**config.mk**
```make
export PLATFORM = sky130hd
export DESIGN_NAME = oversubscription_detector_flat
export DESIGN_NICKNAME = d
export VERILOG_FILES = /design/src/rtl/odet_pkg.sv /design/src/rtl/odet_if.sv /design/src/rtl/oversubscription_detector.sv /design/src/flat_wrapper.sv
export VERILOG_INCLUDE_DIRS = /design/src /design/src/rtl
export SDC_FILE = /design/constraint.sdc
export NUM_CORES = 1
export LEC_CHECK = 0
export BUFFER_PORTS_ARGS = -buffer_cell sky130_fd_sc_hd__buf_2
export CORE_ASPECT_RATIO = 1.1
export CORE_MARGIN = 2
export CORE_UTILIZATION = 25
export DETAILED_ROUTE_END_ITERATION = 16
export HOLD_SLACK_MARGIN = 0.1
export PLACE_DENSITY = 0.46
export SLEW_MARGIN = 20
export SYNTH_ARGS = -nofsm -noshare
export SYNTH_HDL_FRONTEND = slang
export SYNTH_SLANG_ARGS = --single-unit
```
**constraint.sdc**
```tcl
create_clock -name clk -period 5.1 [get_ports clk]
set_input_delay 0.255 -clock clk [delete_from_list [all_inputs] [get_ports clk]]
set_output_delay 0.255 -clock clk [all_outputs]
set_load 0.1 [all_outputs]
```
**src/rtl/oversubscription_detector_macros.svh**
```systemverilog
// Assertion macros used by the oversubscription detector RTL.
`ifndef OVERSUBSCRIPTION_DETECTOR_MACROS_SVH
`define OVERSUBSCRIPTION_DETECTOR_MACROS_SVH

// Same-cycle implication, disabled while reset is asserted.
`define ODET_ASSERT_IMP(label, clk, rst_n, ante, cons) \
  label: assert property (@(posedge clk) disable iff (!rst_n) (ante) |-> (cons)) \
    else $error("odet assertion failed");

// Next-cycle implication, disabled while reset is asserted.
`define ODET_ASSERT_NXT(label, clk, rst_n, ante, cons) \
  label: assert property (@(posedge clk) disable iff (!rst_n) (ante) |=> (cons)) \
    else $error("odet assertion failed");

`endif

```
**src/rtl/odet_pkg.sv**
```systemverilog
// Types, widths and constants of the oversubscription detector.
`timescale 1ns / 1ps
package odet_pkg;

  localparam int unsigned CTX_W      = 12;
  localparam int unsigned CNT_W      = 16;
  localparam int unsigned SHIFT_W    = 4;
  localparam int unsigned BACKOFF_W  = 6;
  localparam int unsigned HOLD_W     = 4;
  localparam int unsigned CFG_IDX_W  = 3;
  localparam int unsigned CFG_DATA_W = 16;
  // Signed width that holds count minus one and contexts plus or minus a margin
  localparam int unsigned CMP_W      = CTX_W + 2;

  localparam logic [CNT_W-1:0]     CNT_MAX      = '1;
  localparam logic [BACKOFF_W-1:0] BACKOFF_MAX  = '1;
  localparam logic [HOLD_W-1:0]    HOLD_LOG_MAX = 4'd15;

  // Register reset values
  localparam logic [CTX_W-1:0]   RST_HW_CONTEXTS       = 12'd8;
  localparam logic [CTX_W-1:0]   RST_HIGH_MARGIN       = 12'd0;
  localparam logic [CTX_W-1:0]   RST_LOW_MARGIN        = 12'd0;
  localparam logic [SHIFT_W-1:0] RST_EXIT_SHIFT        = 4'd1;
  localparam logic [CNT_W-1:0]   RST_EXIT_REQUIRED_MAX = 16'd1024;
  localparam logic [CNT_W-1:0]   RST_EXIT_REQUIRED_MIN = 16'd1;
  localparam logic [CNT_W-1:0]   RST_SWITCH_LIMIT_HIGH = 16'd100;
  localparam logic [CNT_W-1:0]   RST_SWITCH_LIMIT_LOW  = 16'd10;

  // Input item kinds
  typedef enum logic {
    ACT_SAMPLE     = 1'b0,
    ACT_WINDOW_END = 1'b1
  } action_t;

  // Configuration register indexes
  typedef enum logic [CFG_IDX_W-1:0] {
    REG_HW_CONTEXTS       = 3'd0,
    REG_HIGH_MARGIN       = 3'd1,
    REG_LOW_MARGIN        = 3'd2,
    REG_EXIT_SHIFT        = 3'd3,
    REG_EXIT_REQUIRED_MAX = 3'd4,
    REG_EXIT_REQUIRED_MIN = 3'd5,
    REG_SWITCH_LIMIT_HIGH = 3'd6,
    REG_SWITCH_LIMIT_LOW  = 3'd7
  } cfg_reg_t;

endpackage

```
**src/rtl/odet_if.sv**
```systemverilog
// Channel interfaces of the oversubscription detector: input, result, config.
`timescale 1ns / 1ps
interface odet_in_if;
  logic                       valid;
  logic                       ready;
  logic                       action;
  logic [odet_pkg::CTX_W-1:0] running_count;

  modport source (output valid, action, running_count, input ready);
  modport sink   (input valid, action, running_count, output ready);
endinterface

interface odet_out_if;
  logic                        valid;
  logic                        ready;
  logic                        oversubscribed;
  logic                        mode_changed;
  logic                        hold_valid;
  logic [odet_pkg::HOLD_W-1:0] hold_exponent;

  modport source (output valid, oversubscribed, mode_changed, hold_valid, hold_exponent,
                  input ready);
  modport sink   (input valid, oversubscribed, mode_changed, hold_valid, hold_exponent,
                  output ready);
endinterface

interface odet_cfg_if;
  logic                            valid;
  logic                            ready;
  logic [odet_pkg::CFG_IDX_W-1:0]  index;
  logic [odet_pkg::CFG_DATA_W-1:0] data;

  modport source (output valid, index, data, input ready);
  modport sink   (input valid, index, data, output ready);
endinterface

```
**src/rtl/oversubscription_detector.sv**
```systemverilog
// Top level of the oversubscription detector.
//
// Usage:
//   in_ch   takes items: action 0 is a load sample with running_count,
//           action 1 marks the end of a one-second window.
//   out_ch  gives one result per item: mode flag after the item, whether a
//           sample toggled the mode, and a hold request with its exponent.
//   cfg_ch  writes the eight tuning registers by index; always ready.
//           Write only while no item is in flight.
// Path: an accepted item passes the input register, then the result
// register, before its result shows on out_ch.
// Throughput: one item per cycle unless out_ch stalls; the state update for
// an item is a single pass of compares, a shift and saturating counters
// between the registers. When out_ch stalls, the result register holds and
// in_ch.ready drops while the input register is full.
// Reset (rst_n low, synchronous) restores register defaults, clears mode,
// counters and both pipeline stages, and sets the exit requirement to 1.
`timescale 1ns / 1ps
`include "oversubscription_detector_macros.svh"
module oversubscription_detector (
  input logic         clk,
  input logic         rst_n,
  odet_in_if.sink     in_ch,
  odet_out_if.source  out_ch,
  odet_cfg_if.sink    cfg_ch
);

  // Configuration registers
  logic [odet_pkg::CTX_W-1:0]   hw_contexts_r;
  logic [odet_pkg::CTX_W-1:0]   high_margin_r;
  logic [odet_pkg::CTX_W-1:0]   low_margin_r;
  logic [odet_pkg::SHIFT_W-1:0] exit_shift_r;
  logic [odet_pkg::CNT_W-1:0]   exit_required_max_r;
  logic [odet_pkg::CNT_W-1:0]   exit_required_min_r;
  logic [odet_pkg::CNT_W-1:0]   switch_limit_high_r;
  logic [odet_pkg::CNT_W-1:0]   switch_limit_low_r;

  // Detector state
  logic                           mode_r, mode_nxt;
  logic [odet_pkg::CNT_W-1:0]     exit_required_r, exit_required_nxt;
  logic [odet_pkg::CNT_W-1:0]     quiet_seen_r, quiet_seen_nxt;
  logic [odet_pkg::CNT_W-1:0]     switch_count_r, switch_count_nxt;
  logic [odet_pkg::BACKOFF_W-1:0] backoff_r, backoff_nxt;

  // Pipeline registers
  logic                         in_valid_r;
  logic                         in_action_r;
  logic [odet_pkg::CTX_W-1:0]   in_count_r;
  logic                         out_valid_r;
  logic                         out_mode_r;
  logic                         out_changed_r, changed_nxt;
  logic                         out_hold_valid_r, hold_valid_nxt;
  logic [odet_pkg::HOLD_W-1:0]  out_hold_exp_r, hold_exp_nxt;

  logic advance;

  // Datapath intermediates
  logic signed [odet_pkg::CMP_W-1:0] runners;
  logic signed [odet_pkg::CMP_W-1:0] high_bound;
  logic signed [odet_pkg::CMP_W-1:0] low_bound;
  logic [odet_pkg::CNT_W+14:0]       raised;
  logic [odet_pkg::CNT_W-1:0]        switch_inc;
  logic [odet_pkg::CNT_W-1:0]        quiet_inc;

  // Handshake: move the input item into the result register when it is free
  assign advance      = in_valid_r && (!out_valid_r || out_ch.ready);
  assign in_ch.ready  = !in_valid_r || advance;
  assign cfg_ch.ready = 1'b1;

  assign out_ch.valid          = out_valid_r;
  assign out_ch.oversubscribed = out_mode_r;
  assign out_ch.mode_changed   = out_changed_r;
  assign out_ch.hold_valid     = out_hold_valid_r;
  assign out_ch.hold_exponent  = out_hold_exp_r;

  // Configuration writes
  always_ff @(posedge clk) begin
    if (!rst_n) begin
      hw_contexts_r       <= odet_pkg::RST_HW_CONTEXTS;
      high_margin_r       <= odet_pkg::RST_HIGH_MARGIN;
      low_margin_r        <= odet_pkg::RST_LOW_MARGIN;
      exit_shift_r        <= odet_pkg::RST_EXIT_SHIFT;
      exit_required_max_r <= odet_pkg::RST_EXIT_REQUIRED_MAX;
      exit_required_min_r <= odet_pkg::RST_EXIT_REQUIRED_MIN;
      switch_limit_high_r <= odet_pkg::RST_SWITCH_LIMIT_HIGH;
      switch_limit_low_r  <= odet_pkg::RST_SWITCH_LIMIT_LOW;
    end else if (cfg_ch.valid) begin
      case (odet_pkg::cfg_reg_t'(cfg_ch.index))
        odet_pkg::REG_HW_CONTEXTS:       hw_contexts_r <= cfg_ch.data[odet_pkg::CTX_W-1:0];
        odet_pkg::REG_HIGH_MARGIN:       high_margin_r <= cfg_ch.data[odet_pkg::CTX_W-1:0];
        odet_pkg::REG_LOW_MARGIN:        low_margin_r  <= cfg_ch.data[odet_pkg::CTX_W-1:0];
        odet_pkg::REG_EXIT_SHIFT:        exit_shift_r  <= cfg_ch.data[odet_pkg::SHIFT_W-1:0];
        odet_pkg::REG_EXIT_REQUIRED_MAX: exit_required_max_r <= cfg_ch.data;
        odet_pkg::REG_EXIT_REQUIRED_MIN: exit_required_min_r <= cfg_ch.data;
        odet_pkg::REG_SWITCH_LIMIT_HIGH: switch_limit_high_r <= cfg_ch.data;
        odet_pkg::REG_SWITCH_LIMIT_LOW:  switch_limit_low_r  <= cfg_ch.data;
        default: ;
      endcase
    end
  end

  // Bounds and saturating increments
  assign runners    = $signed({2'b00, in_count_r}) - 14'sd1;
  assign high_bound = $signed({2'b00, hw_contexts_r}) + $signed({2'b00, high_margin_r});
  assign low_bound  = $signed({2'b00, hw_contexts_r}) - $signed({2'b00, low_margin_r});
  assign raised     = {15'd0, exit_required_r} << exit_shift_r;
  assign switch_inc = (switch_count_r == odet_pkg::CNT_MAX) ? switch_count_r
                                                            : switch_count_r + 16'd1;
  assign quiet_inc  = (quiet_seen_r == odet_pkg::CNT_MAX) ? quiet_seen_r
                                                          : quiet_seen_r + 16'd1;

  // Next state and result for the item in the input register
  always_comb begin
    mode_nxt          = mode_r;
    exit_required_nxt = exit_required_r;
    quiet_seen_nxt    = quiet_seen_r;
    switch_count_nxt  = switch_count_r;
    backoff_nxt       = backoff_r;
    changed_nxt       = 1'b0;
    hold_valid_nxt    = 1'b0;
    hold_exp_nxt      = '0;
    if (odet_pkg::action_t'(in_action_r) == odet_pkg::ACT_SAMPLE) begin
      if (runners > high_bound) begin
        // Overloaded sample: enter the mode and raise the exit requirement
        quiet_seen_nxt = '0;
        if (!mode_r) begin
          exit_required_nxt = (raised > {15'd0, exit_required_max_r})
                              ? exit_required_max_r : raised[odet_pkg::CNT_W-1:0];
          mode_nxt         = 1'b1;
          switch_count_nxt = switch_inc;
          changed_nxt      = 1'b1;
        end
      end else if (runners < low_bound) begin
        if (mode_r) begin
          // Quiet sample while oversubscribed: count toward exit
          quiet_seen_nxt = quiet_inc;
          if (quiet_inc >= exit_required_r) begin
            mode_nxt         = 1'b0;
            switch_count_nxt = switch_inc;
            changed_nxt      = 1'b1;
          end
        end else begin
          // Quiet sample while normal: lower the requirement toward the floor
          exit_required_nxt = (exit_required_r <= exit_required_min_r)
                              ? exit_required_min_r : exit_required_r - 16'd1;
        end
      end
    end else begin
      // Window end: force the mode on too many switches, relax on few, clear the switch count
      if (switch_count_r > switch_limit_high_r) begin
        mode_nxt       = 1'b1;
        backoff_nxt    = (backoff_r == odet_pkg::BACKOFF_MAX) ? backoff_r
                                                              : backoff_r + 6'd1;
        hold_valid_nxt = 1'b1;
        hold_exp_nxt   = (backoff_r > {2'b00, odet_pkg::HOLD_LOG_MAX})
                         ? odet_pkg::HOLD_LOG_MAX : backoff_r[odet_pkg::HOLD_W-1:0];
      end else if (switch_count_r <= switch_limit_low_r) begin
        backoff_nxt = backoff_r >> 1;
      end
      switch_count_nxt = '0;
    end
  end

  // Control and state registers
  always_ff @(posedge clk) begin
    if (!rst_n) begin
      in_valid_r      <= 1'b0;
      out_valid_r     <= 1'b0;
      mode_r          <= 1'b0;
      exit_required_r <= odet_pkg::RST_EXIT_REQUIRED_MIN;
      quiet_seen_r    <= '0;
      switch_count_r  <= '0;
      backoff_r       <= '0;
    end else begin
      if (in_ch.ready) begin
        in_valid_r <= in_ch.valid;
      end
      if (advance) begin
        out_valid_r     <= 1'b1;
        mode_r          <= mode_nxt;
        exit_required_r <= exit_required_nxt;
        quiet_seen_r    <= quiet_seen_nxt;
        switch_count_r  <= switch_count_nxt;
        backoff_r       <= backoff_nxt;
      end else if (out_ch.ready) begin
        out_valid_r <= 1'b0;
      end
    end
  end

  // Payload registers
  always_ff @(posedge clk) begin
    if (in_ch.ready && in_ch.valid) begin
      in_action_r <= in_ch.action;
      in_count_r  <= in_ch.running_count;
    end
    if (advance) begin
      out_mode_r       <= mode_nxt;
      out_changed_r    <= changed_nxt;
      out_hold_valid_r <= hold_valid_nxt;
      out_hold_exp_r   <= hold_exp_nxt;
    end
  end

  // Checks
  `ODET_ASSERT_IMP(a_hold_implies_mode, clk, rst_n,
                   out_valid_r && out_hold_valid_r, out_mode_r)
  `ODET_ASSERT_IMP(a_change_xor_hold, clk, rst_n,
                   out_valid_r, !(out_changed_r && out_hold_valid_r))
  `ODET_ASSERT_NXT(a_state_only_on_advance, clk, rst_n,
                   !advance, $stable(mode_r) && $stable(backoff_r))
  `ODET_ASSERT_NXT(a_window_clears_switches, clk, rst_n,
                   advance && in_action_r, switch_count_r == '0)
  `ODET_ASSERT_NXT(a_overload_clears_quiet, clk, rst_n,
                   advance && !in_action_r && (runners > high_bound), quiet_seen_r == '0)

endmodule
```
**src/flat_wrapper.sv**
```systemverilog
// flat-port wrapper written by rule: the top's interface ports become plain ports
module oversubscription_detector_flat 
  (clk, rst_n, in_ch_valid, in_ch_action, in_ch_running_count, in_ch_ready, out_ch_valid, out_ch_oversubscribed, out_ch_mode_changed, out_ch_hold_valid, out_ch_hold_exponent, out_ch_ready, cfg_ch_valid, cfg_ch_index, cfg_ch_data, cfg_ch_ready);
  odet_in_if in_ch_i ();
  odet_out_if out_ch_i ();
  odet_cfg_if cfg_ch_i ();
  input logic clk;
  input logic rst_n;
  input wire logic [$bits(in_ch_i.valid)-1:0] in_ch_valid;
  input wire logic [$bits(in_ch_i.action)-1:0] in_ch_action;
  input wire logic [$bits(in_ch_i.running_count)-1:0] in_ch_running_count;
  output wire logic [$bits(in_ch_i.ready)-1:0] in_ch_ready;
  output wire logic [$bits(out_ch_i.valid)-1:0] out_ch_valid;
  output wire logic [$bits(out_ch_i.oversubscribed)-1:0] out_ch_oversubscribed;
  output wire logic [$bits(out_ch_i.mode_changed)-1:0] out_ch_mode_changed;
  output wire logic [$bits(out_ch_i.hold_valid)-1:0] out_ch_hold_valid;
  output wire logic [$bits(out_ch_i.hold_exponent)-1:0] out_ch_hold_exponent;
  input wire logic [$bits(out_ch_i.ready)-1:0] out_ch_ready;
  input wire logic [$bits(cfg_ch_i.valid)-1:0] cfg_ch_valid;
  input wire logic [$bits(cfg_ch_i.index)-1:0] cfg_ch_index;
  input wire logic [$bits(cfg_ch_i.data)-1:0] cfg_ch_data;
  output wire logic [$bits(cfg_ch_i.ready)-1:0] cfg_ch_ready;
  assign in_ch_i.valid = in_ch_valid;
  assign in_ch_i.action = in_ch_action;
  assign in_ch_i.running_count = in_ch_running_count;
  assign in_ch_ready = in_ch_i.ready;
  assign out_ch_valid = out_ch_i.valid;
  assign out_ch_oversubscribed = out_ch_i.oversubscribed;
  assign out_ch_mode_changed = out_ch_i.mode_changed;
  assign out_ch_hold_valid = out_ch_i.hold_valid;
  assign out_ch_hold_exponent = out_ch_i.hold_exponent;
  assign out_ch_i.ready = out_ch_ready;
  assign cfg_ch_i.valid = cfg_ch_valid;
  assign cfg_ch_i.index = cfg_ch_index;
  assign cfg_ch_i.data = cfg_ch_data;
  assign cfg_ch_ready = cfg_ch_i.ready;
  oversubscription_detector u_core (.clk(clk), .rst_n(rst_n), .in_ch(in_ch_i), .out_ch(out_ch_i), .cfg_ch(cfg_ch_i));
endmodule
```
==> run metrics, run 1 <==
CTS root buffer=clkbuf_16; Worst Setup End Kind=flop; total CTS buffers=17; status=finished clean; Commonest cells post-synth=nand2_1, a21oi_1, dfxtp_1; layout cells sized above 1=8.77%; H-tree depth=4; number of global-route vias before repair=11100; Post-DP HPWL=29.6 mm; Clock Sinks=181; CTS tree=yes; Synth area leaders=dfxtp_1, ha_1, nand2_1; MaxCap Viol Count=0; # placed instances=2244; clk slew on worst S/H paths=0.07 ns; via count=11400; CP endpoint=u_core.quiet_seen_r[11]; core area=49800 sq um; Layout area overhead=13.6%; clk_skew=0.0137 ns; Synth Instances=1593; Synth Register Bits=181; design area=14200 sq um; asr flop ratio synth=0%; die width=218 um; register area share after synthesis=30.5%; Core Util, Final=28.6%; Synth cell types=75; initial antenna violation count=2; Starting Density=25.2%; reg-to-reg slack, setup=0.42 ns; clock tree buffer depth=2; WL final=39.2 mm; via-per-instance ratio=4.96; # IOs=47; Main synth FF type=dfxtp_1; Fmax=0.214 GHz; Sum Neg Setup Slack=0 ns; final hold violation count=0; Slew @ Worst Pin=1.09 ns; Leak=5.46 nW; Die Height=239 um; RR Startpoint=u_core.hw_contexts_r[0]; EDFF count, synth=20; hold path start=out_ch_ready; r2r endpoint=u_core.quiet_seen_r[11]; period utilisation layout=91.8%; crit start category=flop; pin count of the biggest net entering global routing=69; Initial DRC Count=728; Port-buffer cells=45; placed instance area=13500 sq um; relative slew slack=27.3%; Worst Reg2Reg Path Length in Cells=23; final instance count without filler cells=2291; RePlAce Congestion=0.816; crit-path max FO=20; row count=86; Congestion Overflow GR=0; crit path from=u_core.hw_contexts_r[0]; number of diodes=0; latest clock arrival within the worst-skew pair=0.46 ns; RSZ-0062 raised after global routing=no; Power Density=240 nW/um^2; final worst path period need=4.68 ns; final setup fails=0; Peak supply drop=250 uV; Slew Viols, Final=0; most frequent cell after synthesis=nand2_1; GRT Overall Usage=15.4%; Avg Cell Area, Syn=7.88 sq um; Post-Syn Area=12500 sq um; Syn Nets=1765; crit path DAT=5.04 ns; Tot Pwr=3.41 mW; first-pass detailed-route iteration total=5; wire per inst=17.1 um; die area=52000 sq um; DRC errors left=0; Min-Delay Path Class=in -> reg; critical path class=reg -> reg; area share of the largest cell type after synthesis=25.7%; Antenna Nets Post-Route=0; global-route wire length before repair=62.4 mm; leading area contributor after synthesis=dfxtp_1; Synth warnings=0; Req. time, crit path=5.46 ns; Final Net Count=1791
==> state kept, by name, indices dropped and copies added, names as in the netlist <==
| register | flops |
|---|---|
| u_core.switch_count_r | 16 |
| u_core.hw_contexts_r | 12 |
| u_core.exit_required_r | 16 |
| u_core.out_ch.hold_valid | 1 |
| u_core.high_margin_r | 12 |
| u_core.exit_required_min_r | 16 |
| u_core.in_count_r | 12 |
| u_core.in_valid_r | 1 |
| u_core.quiet_seen_r | 16 |
| u_core.exit_shift_r | 4 |
| u_core.switch_limit_high_r | 16 |
| u_core.backoff_r | 6 |
| u_core.switch_limit_low_r | 16 |
| u_core.in_action_r | 1 |
| u_core.mode_r | 1 |
| u_core.out_ch.valid | 1 |
| u_core.out_ch.hold_exponent | 4 |
| u_core.low_margin_r | 12 |
| u_core.out_ch.oversubscribed | 1 |
| u_core.out_ch.mode_changed | 1 |
| u_core.exit_required_max_r | 16 |
==> cells by family (layout without fill, tap and decap cells) <==
kind of cell | after synthesis | in the layout | share of synthesized area (%)
compound gates | 406 | 406 | 20.1
xor+xnor | 41 | 41 | 2.86
fa+ha+maj | 135 | 135 | 13.6
buf+inv | 209 | 247 | 6.60
flops | 181 | 181 | 30.5
mux | 51 | 51 | 5.39
other cells | 1 | 1 | 0.0299
simple gates | 569 | 569 | 21.0
==> layout by cell type, fill, tap and decap left out, types with 28 or more instances in the layout <==
master	instances
o21ai_0	67
ha_1	133
nor3_1	45
nand4_1	30
mux2i_1	35
nand2_1	287
nand3_1	28
a21oi_1	173
buf_2	45
nor2_1	78
inv_1	128
dfxtp_1	161
==> power breakdown <==
| group | internal [mW] | leakage [nW] | switching, mW |
|---|---|---|---|
| sequential | 1.47 | 1.50 | 0.0289 |
| combinational | 0.194 | 3.68 | 0.349 |
| clock | 0.762 | 0.283 | 0.611 |
==> critical path, stage by stage, from the launching register on <==
cell and delay, ns:
dfxtp_1 0.33, inv_1 0.06, ha_1 0.15, inv_1 0.05, fa_1 0.40, a21o_1 0.19
a21oi_2 0.17, o21bai_1 0.10, a21oi_2 0.19, o21ai_1 0.13, a21o_1 0.19, a21oi_1 0.21
xor2_1 0.18, ha_1 0.26, a21o_1 0.19, a2111oi_2 0.34, o22ai_1 0.17, a21oi_1 0.15
buf_4 0.14, o21ai_4 0.09, nor4_4 0.21, buf_12 0.19, or2b_1 0.23, a311oi_1 0.24
==> cell type report <==
class                      count  area (sq um)
inverter                     130           489
sequential                   181          3820
timing repair buffer          86           596
clock buffer                  20           468
multi-input combinational   1203          7920
fill                        5321         35600
tap                          660           826
clock inverter                11           124
==> through the flow <==
stage | hold slack [ns] | setup WS [ns]
final | 0.115 | 0.419
after global routing | 0.121 | 0.0193
after CTS | 0.101 | 0.101
after detailed placement | 0.433 | 0.152
after global placement | 0.433 | 0.188
after floorplan | 0.354 | 0.681
==> per-layer routing <==
| layer | track usage, % | wire (um) |
|---|---|---|
| met1 | 19.4 | 17900 |
| met2 | 25.9 | 18400 |
| met3 | 2.68 | 1660 |
| met4 | 6.23 | 1290 |
| met5 | 0 | 27 |
==> worst min path at each step <==
stage | to | slack [ns] | depth (start not counted)
after floorplan | u_core.in_action_r | 0.35 | 0
after global routing | u_core.exit_required_min_r[13] | 0.12 | 3
final | u_core.out_ch.valid | 0.12 | 4
after CTS | u_core.switch_limit_low_r[15] | 0.10 | 3
after detailed placement | u_core.in_count_r[8] | 0.43 | 1
after global placement | u_core.in_count_r[0] | 0.43 | 1
==> timing repair <==
item,4_1_cts,5_1_grt
buffers inserted,0,1
hold endpoints to repair,16,0
gates resized for setup,0,5
hold buffers,15,0
endpoints found under the setup margin,0,47
Power figures use the tool's default switching activity.
==> run 2: changes to the inputs <==
--- a/config.mk
+++ b/config.mk
@@ -12,8 +12,6 @@
 export CORE_UTILIZATION = 25
 export DETAILED_ROUTE_END_ITERATION = 16
 export HOLD_SLACK_MARGIN = 0.1
-export PLACE_DENSITY = 0.46
-export SLEW_MARGIN = 20
 export SYNTH_ARGS = -nofsm -noshare
 export SYNTH_HDL_FRONTEND = slang
 export SYNTH_SLANG_ARGS = --single-unit
==> run 2 against run 1 <==
  * Core utilization decreased by 0.18 points
  * Hold slack gained 0.0045 ns
  * Design area decreased by 0.63%
  * Combinational power fell by 2%
==> run metrics, run 2 (same netlist as run 1, synthesis figures left out) <==
initial antenna violation count=0; Final Net Count=1783; clk slew on worst S/H paths=0.07 ns; latest clock arrival within the worst-skew pair=0.45 ns; postcts setup bufs=0; Clock power frac=38.7%; # IOs=47; Congestion Overflow GR=0; Fmax=0.209 GHz; clock tree buffer depth=2; global-route wire length before repair=59.1 mm; P_int=2.35 mW; clk_skew=0.0125 ns; total CTS buffers=17; crit path DAT=5.15 ns; Min-Delay Path Class=in -> reg; Initial DRC Count=788; Tot Pwr=3.32 mW; via-per-instance ratio=5.03; final worst path period need=4.79 ns; relative slew slack=10.7%; Worst Setup End Kind=flop; status=finished clean; number of diodes=0; Fillers=5365; Slowest cell on crit path=fa_1; WL final=37.1 mm; die width=218 um; GRT Overall Usage=14.3%; Peak supply drop=243 uV; Req. time, crit path=5.46 ns; crit-path max cell delay=0.39 ns; Slew Viols, Final=0; Clock Sinks=181; Leak=5.40 nW; final hold violation count=0; Sw Share=29.0%; period utilisation layout=94.0%; DRC errors left=0; placed instance area=13400 sq um; RePlAce Congestion=0.896; critical-path cell list=inv_1, ha_1, inv_1, fa_1, a21o_1, a21oi_1, o21bai_1, a21oi_2, o21ai_1, a21o_1, a21oi_1, xor2_1, ha_1, a21o_1, a2111oi_4, o22ai_2, a21oi_2, o21ai_4, nor4_4, buf_12, or2b_1, a311oi_1; core area=49800 sq um; Layout area overhead=12.9%; Post-DP HPWL=28.0 mm; crit-path max FO=20; cell repeated most along the worst path=a21o_1; Worst Reg2Reg Path Length in Cells=22; row count=86; final setup fails=0; via count=11500; first-pass detailed-route iteration total=5; CTS tree=yes; Slew @ Worst Pin=1.33 ns; Port-buffer cells=45; Die Height=239 um; pin count of the biggest net entering global routing=65; Power Density=234 nW/um^2; Hold Crit Depth=3; layout cells sized above 1=8.25%; Sum Neg Setup Slack=0 ns; design area=14200 sq um; H-tree depth=4; wire per inst=16.2 um; die area=52000 sq um; Seq pwr share=45.2%; Starting Density=25.2%; Antenna Nets Post-Route=0; MaxCap Viol Count=0; combinational power share=16.1%; CTS root buffer=clkbuf_16; most common cell after layout, fill and taps aside=nand2_1; critical path class=reg -> reg; number of global-route vias before repair=10900; most frequent cells in the layout=nand2_1, a21oi_1, dfxtp_1; net switching power=963 uW; crit start category=flop
-- run 2: final timing paths --
| check | start | endpoint | slack, ns |
|---|---|---|---|
| setup reg to reg | u_core.hw_contexts_r[0] | u_core.quiet_seen_r[11] | 0.31 |
| setup / recovery | u_core.hw_contexts_r[0] | u_core.quiet_seen_r[11] | 0.31 |
| hold / removal | cfg_ch_data[13] | u_core.switch_limit_high_r[13] | 0.12 |
| hold reg to reg | u_core.exit_required_min_r[4] | u_core.exit_required_min_r[4] | 0.46 |
-- run 2: metal layers --
metal | up-vias | share of wire, % | GRT usage [%]
met5 | - | 0 | 0
met4 | 0 | 2.1 | 4.69
met3 | 35 | 4.6 | 1.95
met2 | 289 | 49 | 24.6
met1 | 5482 | 45 | 18.3
li1 | 5690 | - | -
-- run 2: worst max-delay path, delay by kind of cell (launching register included) --
family	cells	cell delay, ns
AO/OA/AOI/OAI	13	2.54
adder cells (fa/ha/maj)	3	0.81
AND/OR/NAND/NOR	2	0.52
flip-flops	1	0.33
buffers and inverters	3	0.30
XOR/XNOR	1	0.18
-- run 2: timing repair --
action,CTS,global route
endpoints found under the hold margin,14,0
endpoints found under the setup margin,0,47
resized for setup,0,7
hold buffers,14,0
-- run 2: layout make-up --
type	instances	area [sq um]	share of cell area [%]
Clock buffer	22	464	3.28
Clock inverter	10	97.6	0.689
Inverter	130	489	3.45
Multi-Input combinational cell	1203	7940	56.0
Sequential cell	181	3820	27.0
Tap cell	660	826	5.83
Timing Repair Buffer	78	524	3.70
-- run 2: power by group through the flow --
stage	Sequential [mW]	Combinational [mW]	Clock [mW]
floorplan	1.54	0.348	0
global placement	1.53	0.493	0
detailed placement	1.53	0.503	0
CTS	1.50	0.514	1.32
global route	1.50	0.587	1.37
finish	1.50	0.533	1.29
-- run 2: through the flow --
| stage | setup slack, ns | std cells | utilization, % | hold slack [ns] |
|---|---|---|---|---|
| floorplan | 0.681 | 1593 | - | 0.354 |
| global placement | 0.136 | 2237 | 26.9 | 0.436 |
| detailed placement | 0.0968 | 2237 | 26.9 | 0.433 |
| CTS | 0.0685 | 2283 | 28.3 | 0.103 |
| global route | -0.0119 | 2284 | 28.4 | 0.124 |
| finish | 0.306 | 2284 | 28.4 | 0.120 |
==> run 3: changes to the inputs <==
--- a/config.mk
+++ b/config.mk
@@ -7,11 +7,15 @@
 export NUM_CORES = 1
 export LEC_CHECK = 0
 export BUFFER_PORTS_ARGS = -buffer_cell sky130_fd_sc_hd__buf_2
+export CELL_PAD_IN_SITES_DETAIL_PLACEMENT = 0
+export CELL_PAD_IN_SITES_GLOBAL_PLACEMENT = 1
 export CORE_ASPECT_RATIO = 1.1
 export CORE_MARGIN = 2
 export CORE_UTILIZATION = 25
 export DETAILED_ROUTE_END_ITERATION = 16
 export HOLD_SLACK_MARGIN = 0.1
+export PLACE_DENSITY_LB_ADDON = 0.1
 export SYNTH_ARGS = -nofsm -noshare
 export SYNTH_HDL_FRONTEND = slang
 export SYNTH_SLANG_ARGS = --single-unit
+export TNS_END_PERCENT = 1
==> run 3 against run 2 <==
  * Critical path type unchanged
  * Critical path depth did not move
  * Non-clock buffer count grew 16
  * Via count fell by 3.0%
  * Highest routed layer unchanged
==> run metrics, run 3 (same netlist as run 1, synthesis figures left out) <==
Fmax=0.213 GHz; Slowest cell on crit path=fa_1; final instance count without filler cells=2300; # placed instances=2248; Fillers=5351; first-pass detailed-route iteration total=6; clock tree buffer depth=2; Congestion Overflow GR=0; Worst Setup End Kind=flop; final hold violation count=0; Sum Neg Setup Slack=0 ns; Sw Share=30.1%; setup ws final=0.411 ns; initial antenna violation count=0; tightest hold margin=0.136 ns; via-per-instance ratio=4.85; pre-CTS WS=0.0183 ns; Initial DRC Count=507; design area=14400 sq um; Antenna Nets Post-Route=0; clk slew on worst S/H paths=0.07 ns; number of global-route vias before repair=11000; Core Util, Final=28.8%; pin count of the biggest net entering global routing=96; Hold Crit Depth=3; core area=49800 sq um; Die Height=239 um; die area=52000 sq um; period utilisation layout=91.9%; Worst Reg2Reg Path Length in Cells=22; Slew Viols, Final=0; row count=86; via count=11200; Slew @ Worst Pin=1.14 ns; GRT Overall Usage=17.0%; Clock power frac=40.9%; CP top delay family=compound AO/OA/AOI/OAI gates; most frequent cells in the layout=nand2_1, a21oi_1, dfxtp_1; crit-path max cell delay=0.41 ns; crit-path max FO=20; # IOs=47; crit path DAT=5.08 ns; CTS tree=yes; die width=218 um; status=finished clean; WP buf/inv=3; H-tree depth=4; multi-input logic area=7950 sq um; net switching power=1.05 mW; reg-to-reg slack, setup=0.41 ns; Seq pwr share=42.9%; final setup fails=0; Peak supply drop=258 uV; P_int=2.44 mW; Power Density=243 nW/um^2; FF/Latch Area=3820 sq um; Min-Delay Path Class=in -> reg; Clock Sinks=181; crit start category=flop; clk_skew=0.0116 ns; WL final=43.2 mm; CTS root buffer=clkbuf_16; Leak=5.50 nW; hold path start=cfg_ch_data[0]; latest clock arrival within the worst-skew pair=0.49 ns; final worst path period need=4.69 ns; critical path class=reg -> reg; global-route wire length before repair=66.4 mm; Post-DP HPWL=32.6 mm; Starting Density=25.2%; critical-path cell list=inv_1, ha_1, inv_1, fa_1, a21o_1, a21oi_2, o21bai_1, a21oi_1, o21ai_1, a21o_1, a21oi_1, xor2_1, ha_1, a21o_1, a2111oi_4, o22ai_2, a21oi_4, o21ai_4, nor4_4, buf_12, or2b_1, a311oi_1; Layout area overhead=14.5%; relative slew slack=23.6%; total CTS buffers=17; crit path from=u_core.hw_contexts_r[0]; Port-buffer cells=45; Req. time, crit path=5.49 ns; Tot Pwr=3.49 mW; combinational power share=16.2%; RR Startpoint=u_core.hw_contexts_r[0]; RePlAce Congestion=0.828; Final Net Count=1799; wire per inst=18.8 um; number of diodes=0; WHS Endpoint=u_core.hw_contexts_r[0]; cell repeated most along the worst path=a21o_1; r2r endpoint=u_core.quiet_seen_r[11]; layout cells sized above 1=9.02%; placed instance area=13500 sq um; DRC errors left=0; RSZ-0062 raised after global routing=no; MaxCap Viol Count=0; most common cell after layout, fill and taps aside=nand2_1
run 3: per-layer routing:
metal | part of all wire [%] | GRT usage, % | vias to the layer above
met3 | 1.7 | 2.34 | 36
met1 | 47 | 21.5 | 5290
met5 | 0 | 0 | -
li1 | - | - | 5719
met2 | 49 | 29.5 | 110
met4 | 2.1 | 5.92 | 0
run 3: area by class of cell:
cell class	instances	share of cell area (%)
multi-input cells	1203	55.4
clock buffers	18	2.99
repair buffers	94	4.63
inverters	130	3.41
well taps	660	5.75
flip-flops and latches	181	26.6
clock inverters	14	1.23
run 3: power by group through the flow:
stage                     Clock, mW  Combinational [mW]  Sequential, mW
after detailed placement          0               0.543            1.53
after global placement            0               0.542            1.53
after floorplan                   0               0.348            1.54
after global routing           1.52               0.631            1.50
after CTS                      1.49               0.558            1.50
final                          1.43               0.566            1.50
run 3: what timing repair did:
| item | CTS | global route |
|---|---|---|
| hold endpoints to repair | 28 | 0 |
| setup buffers | 0 | 1 |
| gates resized for setup | 1 | 7 |
| pin swaps | 0 | 1 |
| hold buffers | 19 | 0 |
| setup endpoints to repair | 1 | 50 |
run 3: worst max-delay path by stage:
stage | end | slack, ns | cells past startpoint
final | u_core.quiet_seen_r[11] | 0.41 | 22
after global routing | u_core.quiet_seen_r[11] | 0.008 | 22
after CTS | u_core.quiet_seen_r[11] | 0.12 | 22
after detailed placement | u_core.quiet_seen_r[11] | 0.02 | 22
after global placement | u_core.quiet_seen_r[11] | 0.03 | 22
after floorplan | u_core.switch_count_r[7] | 0.68 | 22
run 3: worst register-to-register path: stages, from the launching register on:
cell,delay (ns)
dfxtp_1,0.31
inv_1,0.05
ha_1,0.16
inv_1,0.06
fa_1,0.41
a21o_1,0.19
a21oi_2,0.16
o21bai_1,0.08
a21oi_1,0.22
o21ai_1,0.14
a21o_1,0.19
a21oi_1,0.21
xor2_1,0.18
ha_1,0.26
a21o_1,0.22
a2111oi_4,0.35
o22ai_2,0.16
a21oi_4,0.19
o21ai_4,0.13
nor4_4,0.29
buf_12,0.19
or2b_1,0.24
a311oi_1,0.24
